--- config.mk ---
export PLATFORM = sky130hd
export DESIGN_NAME = foct_ctrl
export DESIGN_NICKNAME = d
export VERILOG_FILES = /design/src/hw/rtl/foct_pkg.sv /design/src/hw/rtl/foct_ctrl.sv
export SDC_FILE = /design/constraint.sdc
export NUM_CORES = 1
export LEC_CHECK = 0
export BUFFER_PORTS_ARGS = -buffer_cell sky130_fd_sc_hd__buf_2
export CAP_MARGIN = 30
export CORE_AREA = 2 2 39 41
export DETAILED_ROUTE_END_ITERATION = 16
export DIE_AREA = 0 0 41 43
export SYNTH_ARGS = -nofsm -noshare
export SYNTH_HDL_FRONTEND = slang
export SYNTH_SLANG_ARGS = --single-unit
--- constraint.sdc ---
create_clock -name clk_i -period 3.03 [get_ports clk_i]
set_input_delay 0.303 -clock clk_i [delete_from_list [all_inputs] [get_ports clk_i]]
set_output_delay 0.303 -clock clk_i [all_outputs]
set_load 0.02 [all_outputs]
--- src/hw/rtl/foct_pkg.sv ---
// ----------------------------------------------------------------------------
// foct_pkg
// Shared constants and types for the frequency-ordered counter table:
// table geometry, command codes and the control/status bundles that run
// between the controller and the cell datapath.
// ----------------------------------------------------------------------------
package foct_pkg;

  localparam int ENTRIES = 64;
  localparam int IDX_W   = $clog2(ENTRIES);
  localparam int USED_W  = $clog2(ENTRIES + 1);
  localparam int KEY_W   = 32;
  localparam int CNT_W   = 32;
  localparam int POS_W   = 6;

  localparam logic CMD_INCR   = 1'b0;
  localparam logic CMD_LOOKUP = 1'b1;

  // Commands from controller to datapath, at most one table action per cycle.
  typedef struct packed {
    logic capture;   // latch the incoming item
    logic search;    // compare key in every cell, register hit
    logic add;       // saturating sum of hit count and amount
    logic compare;   // compare every cell count against the new sum
    logic move;      // shift entries down and drop hit entry into place
    logic append;    // write new key at the end of the table
    logic out_load;  // copy result into the output register
  } ctrl_cmd_t;

  // Status from datapath to controller.
  typedef struct packed {
    logic is_lookup;
    logic found;
    logic full;
  } dp_status_t;

  // Low POS_W bits of a table index, zero-extended when the index is narrower.
  function automatic logic [POS_W-1:0] to_pos(input logic [IDX_W-1:0] idx);
    logic [POS_W+IDX_W-1:0] ext;
    ext = {{POS_W{1'b0}}, idx};
    return ext[POS_W-1:0];
  endfunction

endpackage

--- src/hw/rtl/foct_ctrl.sv ---
// ----------------------------------------------------------------------------
// foct_ctrl
// Sequencer for one item: search, then lookup reply, append, or the
// add / compare / move sequence, then hand the result to the output register.
// ----------------------------------------------------------------------------
module foct_ctrl (
  input  logic                  clk_i,
  input  logic                  rst_ni,
  input  logic                  in_valid_i,
  output logic                  in_ready_o,
  output logic                  out_valid_o,
  input  logic                  out_ready_i,
  input  foct_pkg::dp_status_t  status_i,
  output foct_pkg::ctrl_cmd_t   cmd_o
);
  import foct_pkg::*;

  typedef enum logic [6:0] {
    ST_IDLE   = 7'b0000001,
    ST_SEARCH = 7'b0000010,
    ST_APPEND = 7'b0000100,
    ST_ADD    = 7'b0001000,
    ST_CMP    = 7'b0010000,
    ST_MOVE   = 7'b0100000,
    ST_RESULT = 7'b1000000
  } state_e;

  state_e state_q, state_d;
  logic   out_valid_q, out_valid_d;

  always_comb begin
    state_d     = state_q;
    out_valid_d = out_valid_q;
    cmd_o       = '0;
    in_ready_o  = 1'b0;

    if (out_valid_q && out_ready_i) begin
      out_valid_d = 1'b0;
    end

    unique case (state_q)
      ST_IDLE: begin
        in_ready_o = 1'b1;
        if (in_valid_i) begin
          cmd_o.capture = 1'b1;
          state_d       = ST_SEARCH;
        end
      end
      ST_SEARCH: begin
        cmd_o.search = 1'b1;
        priority if (status_i.is_lookup) begin
          state_d = ST_RESULT;
        end else if (status_i.found) begin
          state_d = ST_ADD;
        end else if (status_i.full) begin
          state_d = ST_RESULT;
        end else begin
          state_d = ST_APPEND;
        end
      end
      ST_APPEND: begin
        cmd_o.append = 1'b1;
        state_d      = ST_RESULT;
      end
      ST_ADD: begin
        cmd_o.add = 1'b1;
        state_d   = ST_CMP;
      end
      ST_CMP: begin
        cmd_o.compare = 1'b1;
        state_d       = ST_MOVE;
      end
      ST_MOVE: begin
        cmd_o.move = 1'b1;
        state_d    = ST_RESULT;
      end
      ST_RESULT: begin
        // hold until the output register is free
        if (!out_valid_q || out_ready_i) begin
          cmd_o.out_load = 1'b1;
          out_valid_d    = 1'b1;
          state_d        = ST_IDLE;
        end
      end
      default: begin
        state_d = ST_IDLE;
      end
    endcase
  end

  always_ff @(posedge clk_i or negedge rst_ni) begin
    if (!rst_ni) begin
      state_q     <= ST_IDLE;
      out_valid_q <= 1'b0;
    end else begin
      state_q     <= state_d;
      out_valid_q <= out_valid_d;
    end
  end

  assign out_valid_o = out_valid_q;

endmodule

## Word level (Yosys, flattened, before mapping)

Index checks and enable logic that the tools add are counted.

| cells by class | value |
|---|---|
| eq/ne operators | 9 |
| multiplexer cells | 19 |
| reduce and logical (&&, ||, !) cells | 5 |

Operators with widths:

| cell | number |
|---|---|
| $pmux W7 S6 | 1 |
| $mux W7 | 5 |
| $mux W1 | 13 |
| $eq A7 B1 Y1 const B | 1 |
| $eq A7 B2 Y1 const B | 1 |
| $eq A7 B3 Y1 const B | 1 |
| $eq A7 B4 Y1 const B | 1 |
| $eq A7 B5 Y1 const B | 1 |
| $eq A7 B6 Y1 const B | 1 |
| $eq A7 B7 Y1 const B | 1 |
| $ne A2 B2 Y1 const B | 2 |
| $reduce_and A2 Y1 | 1 |
| $reduce_or A2 Y1 | 1 |
| $logic_and A1 B1 Y1 | 1 |
| $logic_not A1 Y1 | 1 |
| $logic_or A1 B1 Y1 | 1 |

| storage, ports and cells | value |
|---|---|
| logic and storage cells | 35 |
| output and inout port bits | 9 |
| input port bits | 7 |
| register bits after elaboration | 8 |

## Logic depth before layout (Yosys ltp)

Gate-level depths: netlist of run 1.

| depth | value |
|---|---|
| word-level depth | 4 |
| mapped depth | 4 |
| depth with buffers taken out | 3 |

## Worst setup path before layout of run 1

No wires, ideal clock.

| timing path | value |
|---|---|
| path kind | reg2out |
| start point | reg state_q[4] |
| end point | out cmd_o[6] in the netlist's numbering |
| cell stages (with the launch flop) | 5 |
| setup slack | 640 ps |
| required time | 2727 ps |
| buffers on the path | 1 |
| data arrival time | 2087 ps |
| cell sequence | dfrtp_1 > buf_6 > or4b_1 > nor4_1 > and2_1 |

RTL lines:

| item | RTL line | source |
|---|---|---|
| start, declared | foct_ctrl.sv:28 | `state_e state_q, state_d;` |
| start signal, assigned | foct_ctrl.sv:96 | `state_q <= state_d;` |
| end, declared | foct_ctrl.sv:14 | `output foct_pkg::ctrl_cmd_t cmd_o` |

==> results.py, run 1 <==
metrics = {
    "status": {
        "status": "finished, final reports clean",
    },
    "global_routing": {
        "overflow": 0,
        "grt_max_degree": 10,
        "grt_pass1_vias": 398,
        "track_usage_pct": 13.9,
        "antenna_found_initial": 0,
        "grt_pass1_wl_um": 1680,
    },
    "die": {
        "ios": 16,
        "core_area_mm2": 0.00138,
        "row_count": 14,
        "start_util_pct": 34.4,
        "fp.dieArea_mm2": 0.00176,
        "die_y_um": 43,
        "die_x_um": 41,
    },
    "synth": {
        "synth_flop_cell": "dfrtp_1",
        "netlist_area_um2": 477,
        "synth.avg_cell_area_um2": 10.1,
        "ys_async_sr_fraction_pct": 100,
        "netlist_instances": 47,
        "synth_simple_gate_area_share_pct": 36.7,
        "muxShareOfSynthArea_pct": 0,
        "ys_warn_count": 0,
        "yosysTopAreaCellShare_pct": 36.7,
        "synth-edff-count": 0,
        "synth_top_family_by_area": "simple AND/OR/NAND/NOR gates",
        "yosysSeqAreaShare_pct": 42.3,
        "synth_area_leaders": "dfrtp_1, nor3b_1, dfstp_2, or4b_4, and2_1",
        "synth_compound_area_share_pct": 13.4,
        "synth_top_area_cell": "dfrtp_1",
        "synth-adder-area-share_pct": 0,
        "synth_nets": 54,
        "synth_seq_cells": 8,
        "synth-xor-area-share_pct": 1.84,
        "synth.distinct_cells": 29,
    },
    "clock_network": {
        "cts_buffers": 3,
        "cts_hold_buffers": 1,
        "post-cts-setup-buffer-count": 0,
        "cts_max_level": 1,
        "clk_pin_slew_worst_paths_ns": 0.05,
        "cts.sinks": 8,
        "ctsResizeCount": 0,
        "insertion_delay_ns": 0.26,
        "root_buffer": "clkbuf_4",
        "cts_buffer_depth": 2,
        "cts_tree": "built",
    },
    "timing": {
        "fin_hold_ws_ns": 0.222,
        "hold_viol_final": 0,
        "worst_pin_slew_ns": 0.588,
        "fin_crit_ns": 2.28,
        "relSlewSlack_pct": 60.3,
        "fmax_ghz": 0.439,
        "rsz0062_at_grt": "false",
        "finalCritPeriodShare_pct": 75.1,
        "fin_skew_ns": 0.000726,
        "drv_slew": 0,
        "setup_viol": 0,
        "setup_tns_ns": 0,
    },
    "placed_design": {
        "port_buffers": 15,
        "routabilityCongestion": 0.782,
    },
    "final_layout": {
        "nets": 73,
        "drive_gt1_share_pct": 35.4,
        "syn_to_final_growth_pct": 24.1,
        "diodes": 0,
    },
    "hold_path": {
        "hold_path_depth": 2,
        "holdPathEnd": "state_q[2]",
        "hold_class": "in2reg",
        "hold_start": "status_i[1]",
    },
    "setup_path": {
        "worstPathRequired_ns": 2.73,
        "slowest_delay_ns": 0.56,
        "reg2reg_depth": 3,
        "critPathCaptureType": "primary output",
        "worstSetupPathType": "reg2out",
        "worstPathCellList": "or4b_4 > or4_4 > inv_1 > buf_2",
        "worstPathMaxFanout": 9,
        "critPathSlowestCell": "or4b_4",
        "reg2reg_to": "state_q[2]",
        "r2r-start": "state_q[4]",
        "startpoint_type": "flop",
        "r2r_slack_ns": 1.29,
        "cp-startpoint": "state_q[4]",
        "arrival_ns": 1.97,
    },
    "route": {
        "antenna_left": 0,
        "viasPerCell": 5.22,
        "drtIter0Drc": 1,
        "drcViolationCount": 0,
        "totalWireLength_um": 1000,
        "avgRoutedWirePerCell_um": 12.4,
        "num_vias": 423,
        "dr.pass1.iters": 2,
    },
    "power_and_ir_drop": {
        "vdd_ir_drop_max_mv": 0.315,
        "powerDensity_mw_per_mm2": 693,
        "p_leak_nw": 0.282,
    },
    "flow_run": {
        "max_cap_viol_count": 0,
    },
}
## placed cells by master, fill, tap and decap left out, drive strengths merged
master and instances:
a21oi 1, o21ai 3, nand2 2, a2111oi 1, o311ai 1, or4b 2, dfrtp 7, clkbuf 4
dfstp 1, nor4b 1, buf 15, nand2b 1, nor2 3, a22o 1, o311a 1, nor3b 5
inv 3, nor4bb 1, or4 1, and2 2, nor3 2, nor4 3, xnor2 1, dlygate4sd3 1
o21a 1, nor2b 1
## synth_stat cells (all sizes together), types with 2 or more instances
library cell	count
inv	3
or4b	2
nor3b	5
buf	2
nor4	3
o21ai	3
nor3	2
dfrtp	7
nand2	2
and2	2
nor2	3
## worst max-delay path by stage
stage | cells past startpoint | slack (ns) | end
finish | 4 | 0.75 | cmd_o[5]
global placement | 4 | 1.06 | cmd_o[5]
detailed placement | 4 | 1.05 | cmd_o[5]
floorplan | 4 | 0.64 | cmd_o[6]
global route | 4 | 0.67 | cmd_o[6]
CTS | 4 | 0.75 | cmd_o[5]
## metal layers
layer / wire length, µm / track usage, % / vias up
met2: 463 / 19.1 / 11
met1: 467 / 19.1 / 200
li1: - / - / 210
met4: 21 / 10.0 / 0
met3: 48 / 2.09 / 2
met5: 0 / 0 / -
## cells by family after synthesis
logic type,after synthesis
AOI/OAI and AO/OA,9
and+or+nand+nor,24
DFF,8
buffers and inverters,5
xor gates and xnor gates,1
## metrics by stage
stage          area [µm²]  power, mW  util (%)  std cells  setup slack (ns)
2_1_floorplan         477      0.275         -         47             0.640
3_3_place_gp          556      0.320      40.1         76              1.06
3_5_place_dp          556      0.322      40.1         76              1.05
4_1_cts               592      0.417      42.8         81             0.749
5_1_grt               592      0.438      42.8         81             0.668
6_report              592      0.410      42.8         81             0.754
## state kept, by name (all words and copies together), names as in the netlist
| name | count |
|---|---|
| out_valid_o | 1 |
| state_q | 7 |
## power by group
| part | leakage [nW] | switching (mW) | internal, mW |
|---|---|---|---|
| sequential | 0.107 | 0.0254 | 0.130 |
| combinational | 0.160 | 0.0932 | 0.0724 |
| clock | 0.0150 | 0.0384 | 0.0505 |
| total | 0.282 | 0.157 | 0.253 |
## critical path, delay by kind of cell (launching register included)
kind                   cells  cell delay [ns]
AND/OR/NAND/NOR            2             1.03
buffers and inverters      2             0.22
flip-flops                 1             0.47
## layout make-up
class / count / area (µm²)
fill: 156 / 792
multi-input combinational: 34 / 248
sequential: 8 / 201
timing repair buffer: 16 / 85.1
clock buffer: 4 / 26.3
tap: 16 / 20.0
inverter: 3 / 11.3
Note: power is estimated with default switching activity, not from simulation.
==> inputs of run 2 (changes only) <==
- clock period: 3.03 -> 2.2 ns (I/O delays scaled with it)
==> results.py, run 2 (synthesized netlist as in run 1, its figures left out) <==
metrics = {
    "final_layout": {
        "nets": 73,
        "final_common_cell": "buf_2",
        "final_core_util_pct": 43.3,
        "regMostFlops": "state_q",
        "diodes": 0,
        "final_cell_mix": "buf_2, dfrtp_1, nor3b_1",
        "syn_to_final_growth_pct": 25.7,
        "drive_gt1_share_pct": 38.5,
        "largest_reg_flops": 7,
    },
    "power_and_ir_drop": {
        "vdd_ir_drop_max_mv": 0.451,
        "powerDensity_mw_per_mm2": 948,
        "p_leak_nw": 0.281,
    },
    "setup_path": {
        "worstSetupPathType": "reg2out",
        "r2r_slack_ns": 0.52,
        "cp-startpoint": "state_q[4]",
        "worstPathRequired_ns": 1.98,
        "reg2reg_to": "state_q[2]",
        "worstPathCellList": "or4b_4 > or4_4 > inv_1 > buf_2",
        "arrival_ns": 1.91,
        "reg2reg_depth": 3,
        "critPathCaptureType": "primary output",
        "worstPathMaxFanout": 9,
        "startpoint_type": "flop",
        "r2r-start": "state_q[4]",
        "cp-endpoint": "cmd_o[5]",
        "critPathSlowestCell": "or4b_4",
        "slowest_delay_ns": 0.53,
    },
    "die": {
        "start_util_pct": 34.4,
        "core_area_mm2": 0.00138,
        "die_y_um": 43,
        "row_count": 14,
        "ios": 16,
        "die_x_um": 41,
        "fp.dieArea_mm2": 0.00176,
    },
    "clock_network": {
        "cts_max_level": 1,
        "root_buffer": "clkbuf_4",
        "cts_buffers": 3,
        "cts.sinks": 8,
        "insertion_delay_ns": 0.25,
        "cts_tree": "built",
        "post-cts-setup-buffer-count": 0,
        "cts_buffer_depth": 2,
        "clk_pin_slew_worst_paths_ns": 0.06,
    },
    "timing": {
        "relSlewSlack_pct": 62.4,
        "hold_viol_final": 0,
        "setup_tns_ns": 0,
        "drv_slew": 0,
        "rsz0062_at_grt": "false",
        "setup_viol": 0,
        "fin_crit_ns": 2.13,
        "worst_pin_slew_ns": 0.557,
        "fin_skew_ns": 0.0111,
        "fin_hold_ws_ns": 0.139,
        "fmax_ghz": 0.469,
        "finalCritPeriodShare_pct": 96.8,
        "fin_ws_ns": 0.0694,
    },
    "global_routing": {
        "grt_max_degree": 10,
        "antenna_found_initial": 0,
        "track_usage_pct": 13.5,
        "overflow": 0,
        "grt_pass1_wl_um": 1660,
        "grt_pass1_vias": 392,
    },
    "route": {
        "dr.pass1.iters": 4,
        "drtIter0Drc": 3,
        "drcViolationCount": 0,
        "totalWireLength_um": 949,
        "num_vias": 426,
        "antenna_left": 0,
        "avgRoutedWirePerCell_um": 11.7,
        "viasPerCell": 5.26,
    },
    "status": {
        "status": "finished, final reports clean",
    },
    "placed_design": {
        "dpl.hpwl_um": 723,
        "routabilityCongestion": 0.768,
        "pre_cts_slack_ns": 0.312,
        "port_buffers": 15,
    },
    "flow_run": {
        "max_cap_viol_count": 0,
    },
    "hold_path": {
        "hold_class": "in2reg",
    },
}
run 2: cell count changes in the layout (fill, tap and decap cells not counted):
cell and change:
dfrtp_1 -1, nor4_2 +1, nor4_1 -1, dfrtp_2 +1
run 2: how the worst min path moves through the flow:
stage	startpoint	end	slack [ns]	depth (start not counted)
floorplan	rst_ni	out_valid_o	-0.08	0
finish	status_i[0]	state_q[2]	0.14	2
global route	status_i[1]	state_q[2]	0.14	2
CTS	status_i[0]	state_q[2]	0.14	2
detailed placement	rst_ni	state_q[4]	0.07	1
global placement	rst_ni	state_q[4]	0.08	1
run 2: per-layer routing:
layer | track usage (%) | vias to the layer above | routed length (µm)
met5 | 0 | - | 0
met4 | 2.00 | 0 | 0
met3 | 4.71 | 0 | 50
met2 | 19.7 | 10 | 463
met1 | 19.5 | 202 | 436
li1 | - | 214 | -
run 2: layout make-up:
type / instances / area [µm²]
fill: 137 / 785
clock buffer: 4 / 26.3
inverter: 3 / 11.3
tap: 16 / 20.0
timing repair buffer: 16 / 85.1
sequential: 8 / 203
multi-input combinational: 34 / 254
run 2: timing repair:
action | 4_1_cts | 5_1_grt
endpoints found under the setup margin | 0 | 1
resized for setup | 0 | 1
hold buffers | 1 | 0
endpoints found under the hold margin | 7 | 0
run 2: critical path: cells and delay by family (launching register included):
family / cells / cell delay (ns)
flops: 1 / 0.45
buf+inv: 2 / 0.22
simple gates: 2 / 0.99
run 2: through the flow:
stage	std cells	cell area, µm²	power (mW)
2_1_floorplan	47	483	0.384
3_5_place_dp	76	562	0.449
5_1_grt	81	599	0.614
3_3_place_gp	76	562	0.449
6_report	81	599	0.568
4_1_cts	81	598	0.572
run 2: where the power goes:
group / internal (mW) / switching (mW)
registers: 0.179 / 0.0337
logic: 0.103 / 0.133
clock network: 0.0694 / 0.0508
total: 0.351 / 0.217
==> inputs of run 3 (changes only) <==
==> constraint.sdc (replaced) <==
create_clock -name clk_i -period 2.2 [get_ports clk_i]
set_input_delay 0 -clock clk_i [delete_from_list [all_inputs] [get_ports clk_i]]
set_output_delay 0 -clock clk_i [all_outputs]
set_load 0.02 [all_outputs]
==> results.py, run 3 (synthesized netlist as in run 1, its figures left out) <==
metrics = {
    "timing": {
        "setup_tns_ns": 0,
        "finalCritPeriodShare_pct": 88.8,
        "rsz0062_at_grt": "false",
        "fin_crit_ns": 1.95,
        "fin_ws_ns": 0.247,
        "fin_skew_ns": 0.000585,
        "fmax_ghz": 0.512,
        "hold_viol_final": 0,
        "drv_slew": 0,
        "worst_pin_slew_ns": 0.536,
        "setup_viol": 0,
        "fin_hold_ws_ns": 0.0699,
        "relSlewSlack_pct": 63.8,
    },
    "final_layout": {
        "largest_reg_flops": 7,
        "syn_to_final_growth_pct": 32.5,
        "nets": 77,
        "diodes": 0,
        "final_common_cell": "buf_2",
        "drive_gt1_share_pct": 33.3,
        "final_cell_mix": "buf_2, dfrtp_1, nor3b_1, dlygate4sd3_1",
        "fin_cells": 85,
        "regMostFlops": "state_q",
    },
    "placed_design": {
        "routabilityCongestion": 0.815,
        "port_buffers": 15,
        "dpl.hpwl_um": 726,
        "placedCellCount": 76,
        "pre_cts_slack_ns": 0.489,
    },
    "die": {
        "die_x_um": 41,
        "ios": 16,
        "core_area_mm2": 0.00138,
        "die_y_um": 43,
        "start_util_pct": 34.4,
        "fp.dieArea_mm2": 0.00176,
        "row_count": 14,
    },
    "route": {
        "totalWireLength_um": 1010,
        "viasPerCell": 5.04,
        "antenna_left": 0,
        "dr.pass1.iters": 3,
        "num_vias": 428,
        "drtIter0Drc": 1,
        "avgRoutedWirePerCell_um": 11.9,
        "drcViolationCount": 0,
    },
    "hold_path": {
        "hold_start": "out_ready_i",
        "hold_path_depth": 3,
        "holdPathEnd": "out_valid_o",
        "hold_class": "in2reg",
    },
    "setup_path": {
        "arrival_ns": 1.95,
        "r2r-start": "state_q[4]",
        "worstPathRequired_ns": 2.20,
        "worstSetupPathType": "reg2out",
        "reg2reg_depth": 3,
        "critPathCaptureType": "primary output",
        "worstPathMaxFanout": 9,
        "reg2reg_to": "state_q[2]",
        "startpoint_type": "flop",
        "r2r_slack_ns": 0.48,
    },
    "clock_network": {
        "cts_buffers": 3,
        "clk_pin_slew_worst_paths_ns": 0.05,
        "cts_tree": "built",
        "insertion_delay_ns": 0.25,
        "cts_buffer_depth": 2,
        "cts_max_level": 1,
        "post-cts-setup-buffer-count": 0,
        "ctsResizeCount": 0,
        "cts.sinks": 8,
        "root_buffer": "clkbuf_4",
    },
    "global_routing": {
        "grt_pass1_wl_um": 1580,
        "antenna_found_initial": 0,
        "track_usage_pct": 13.5,
        "grt_pass1_vias": 397,
        "overflow": 0,
        "grt_max_degree": 10,
    },
    "status": {
        "status": "finished, final reports clean",
    },
    "power_and_ir_drop": {
        "powerDensity_mw_per_mm2": 895,
        "p_leak_nw": 0.298,
        "p_total_uw": 566,
        "vdd_ir_drop_max_mv": 0.523,
    },
    "flow_run": {
        "max_cap_viol_count": 0,
    },
}
==> run 3: changes by cell type in the layout (fill, tap and decap cells not counted), sizes merged <==
| cell | delta |
|---|---|
| dlygate4sd3 | +4 |
==> run 3: worst max-delay path: stages, from the launching register on <==
cell and delay [ns]:
dfrtp_1 0.47, or4b_4 0.55, or4_4 0.46, inv_1 0.07, buf_2 0.15
==> run 3: layout make-up <==
class	count	area (µm²)
Fill cell	144	752
Multi-Input combinational cell	34	248
Sequential cell	8	201
Timing Repair Buffer	20	125
Clock buffer	4	26.3
Tap cell	16	20.0
Inverter	3	11.3
==> run 3: repair_timing <==
item	in CTS	in global routing
endpoints found under the setup margin	0	0
hold endpoints to repair	11	0
hold buffers	5	0
==> run 3: per-stage QoR <==
stage | instance area, µm² | utilization (%)
final | 632 | 45.7
after detailed placement | 556 | 40.1
after CTS | 632 | 45.7
after floorplan | 477 | -
after global routing | 632 | 45.7
after global placement | 556 | 40.1
==> run 3: per-layer routing <==
metal / vias to the layer above / wire [µm] / GRT usage, % / share of wire (%)
met5: - / 0 / 0 / 0
met2: 9 / 507 / 19.1 / 50
met1: 194 / 459 / 17.7 / 45
li1: 223 / - / - / -
met3: 2 / 38 / 2.09 / 3.8
met4: 0 / 6 / 10.0 / 0.59
==> run 3: worst max-delay path by stage <==
stage,start,end,slack (ns),cells past startpoint
finish,state_q[4],cmd_o[5],0.25,4
global route,state_q[4],cmd_o[6],0.15,4
CTS,state_q[4],cmd_o[5],0.23,4
detailed placement,state_q[4],state_q[2],0.49,3
global placement,state_q[4],state_q[2],0.49,3
floorplan,state_q[4],cmd_o[6],0.11,4
==> run 3: power breakdown <==
part,internal [mW],leakage (nW),switching (mW)
logic,0.104,0.177,0.128
clock network,0.0695,0.0150,0.0515
registers,0.179,0.107,0.0333
total,0.353,0.298,0.213
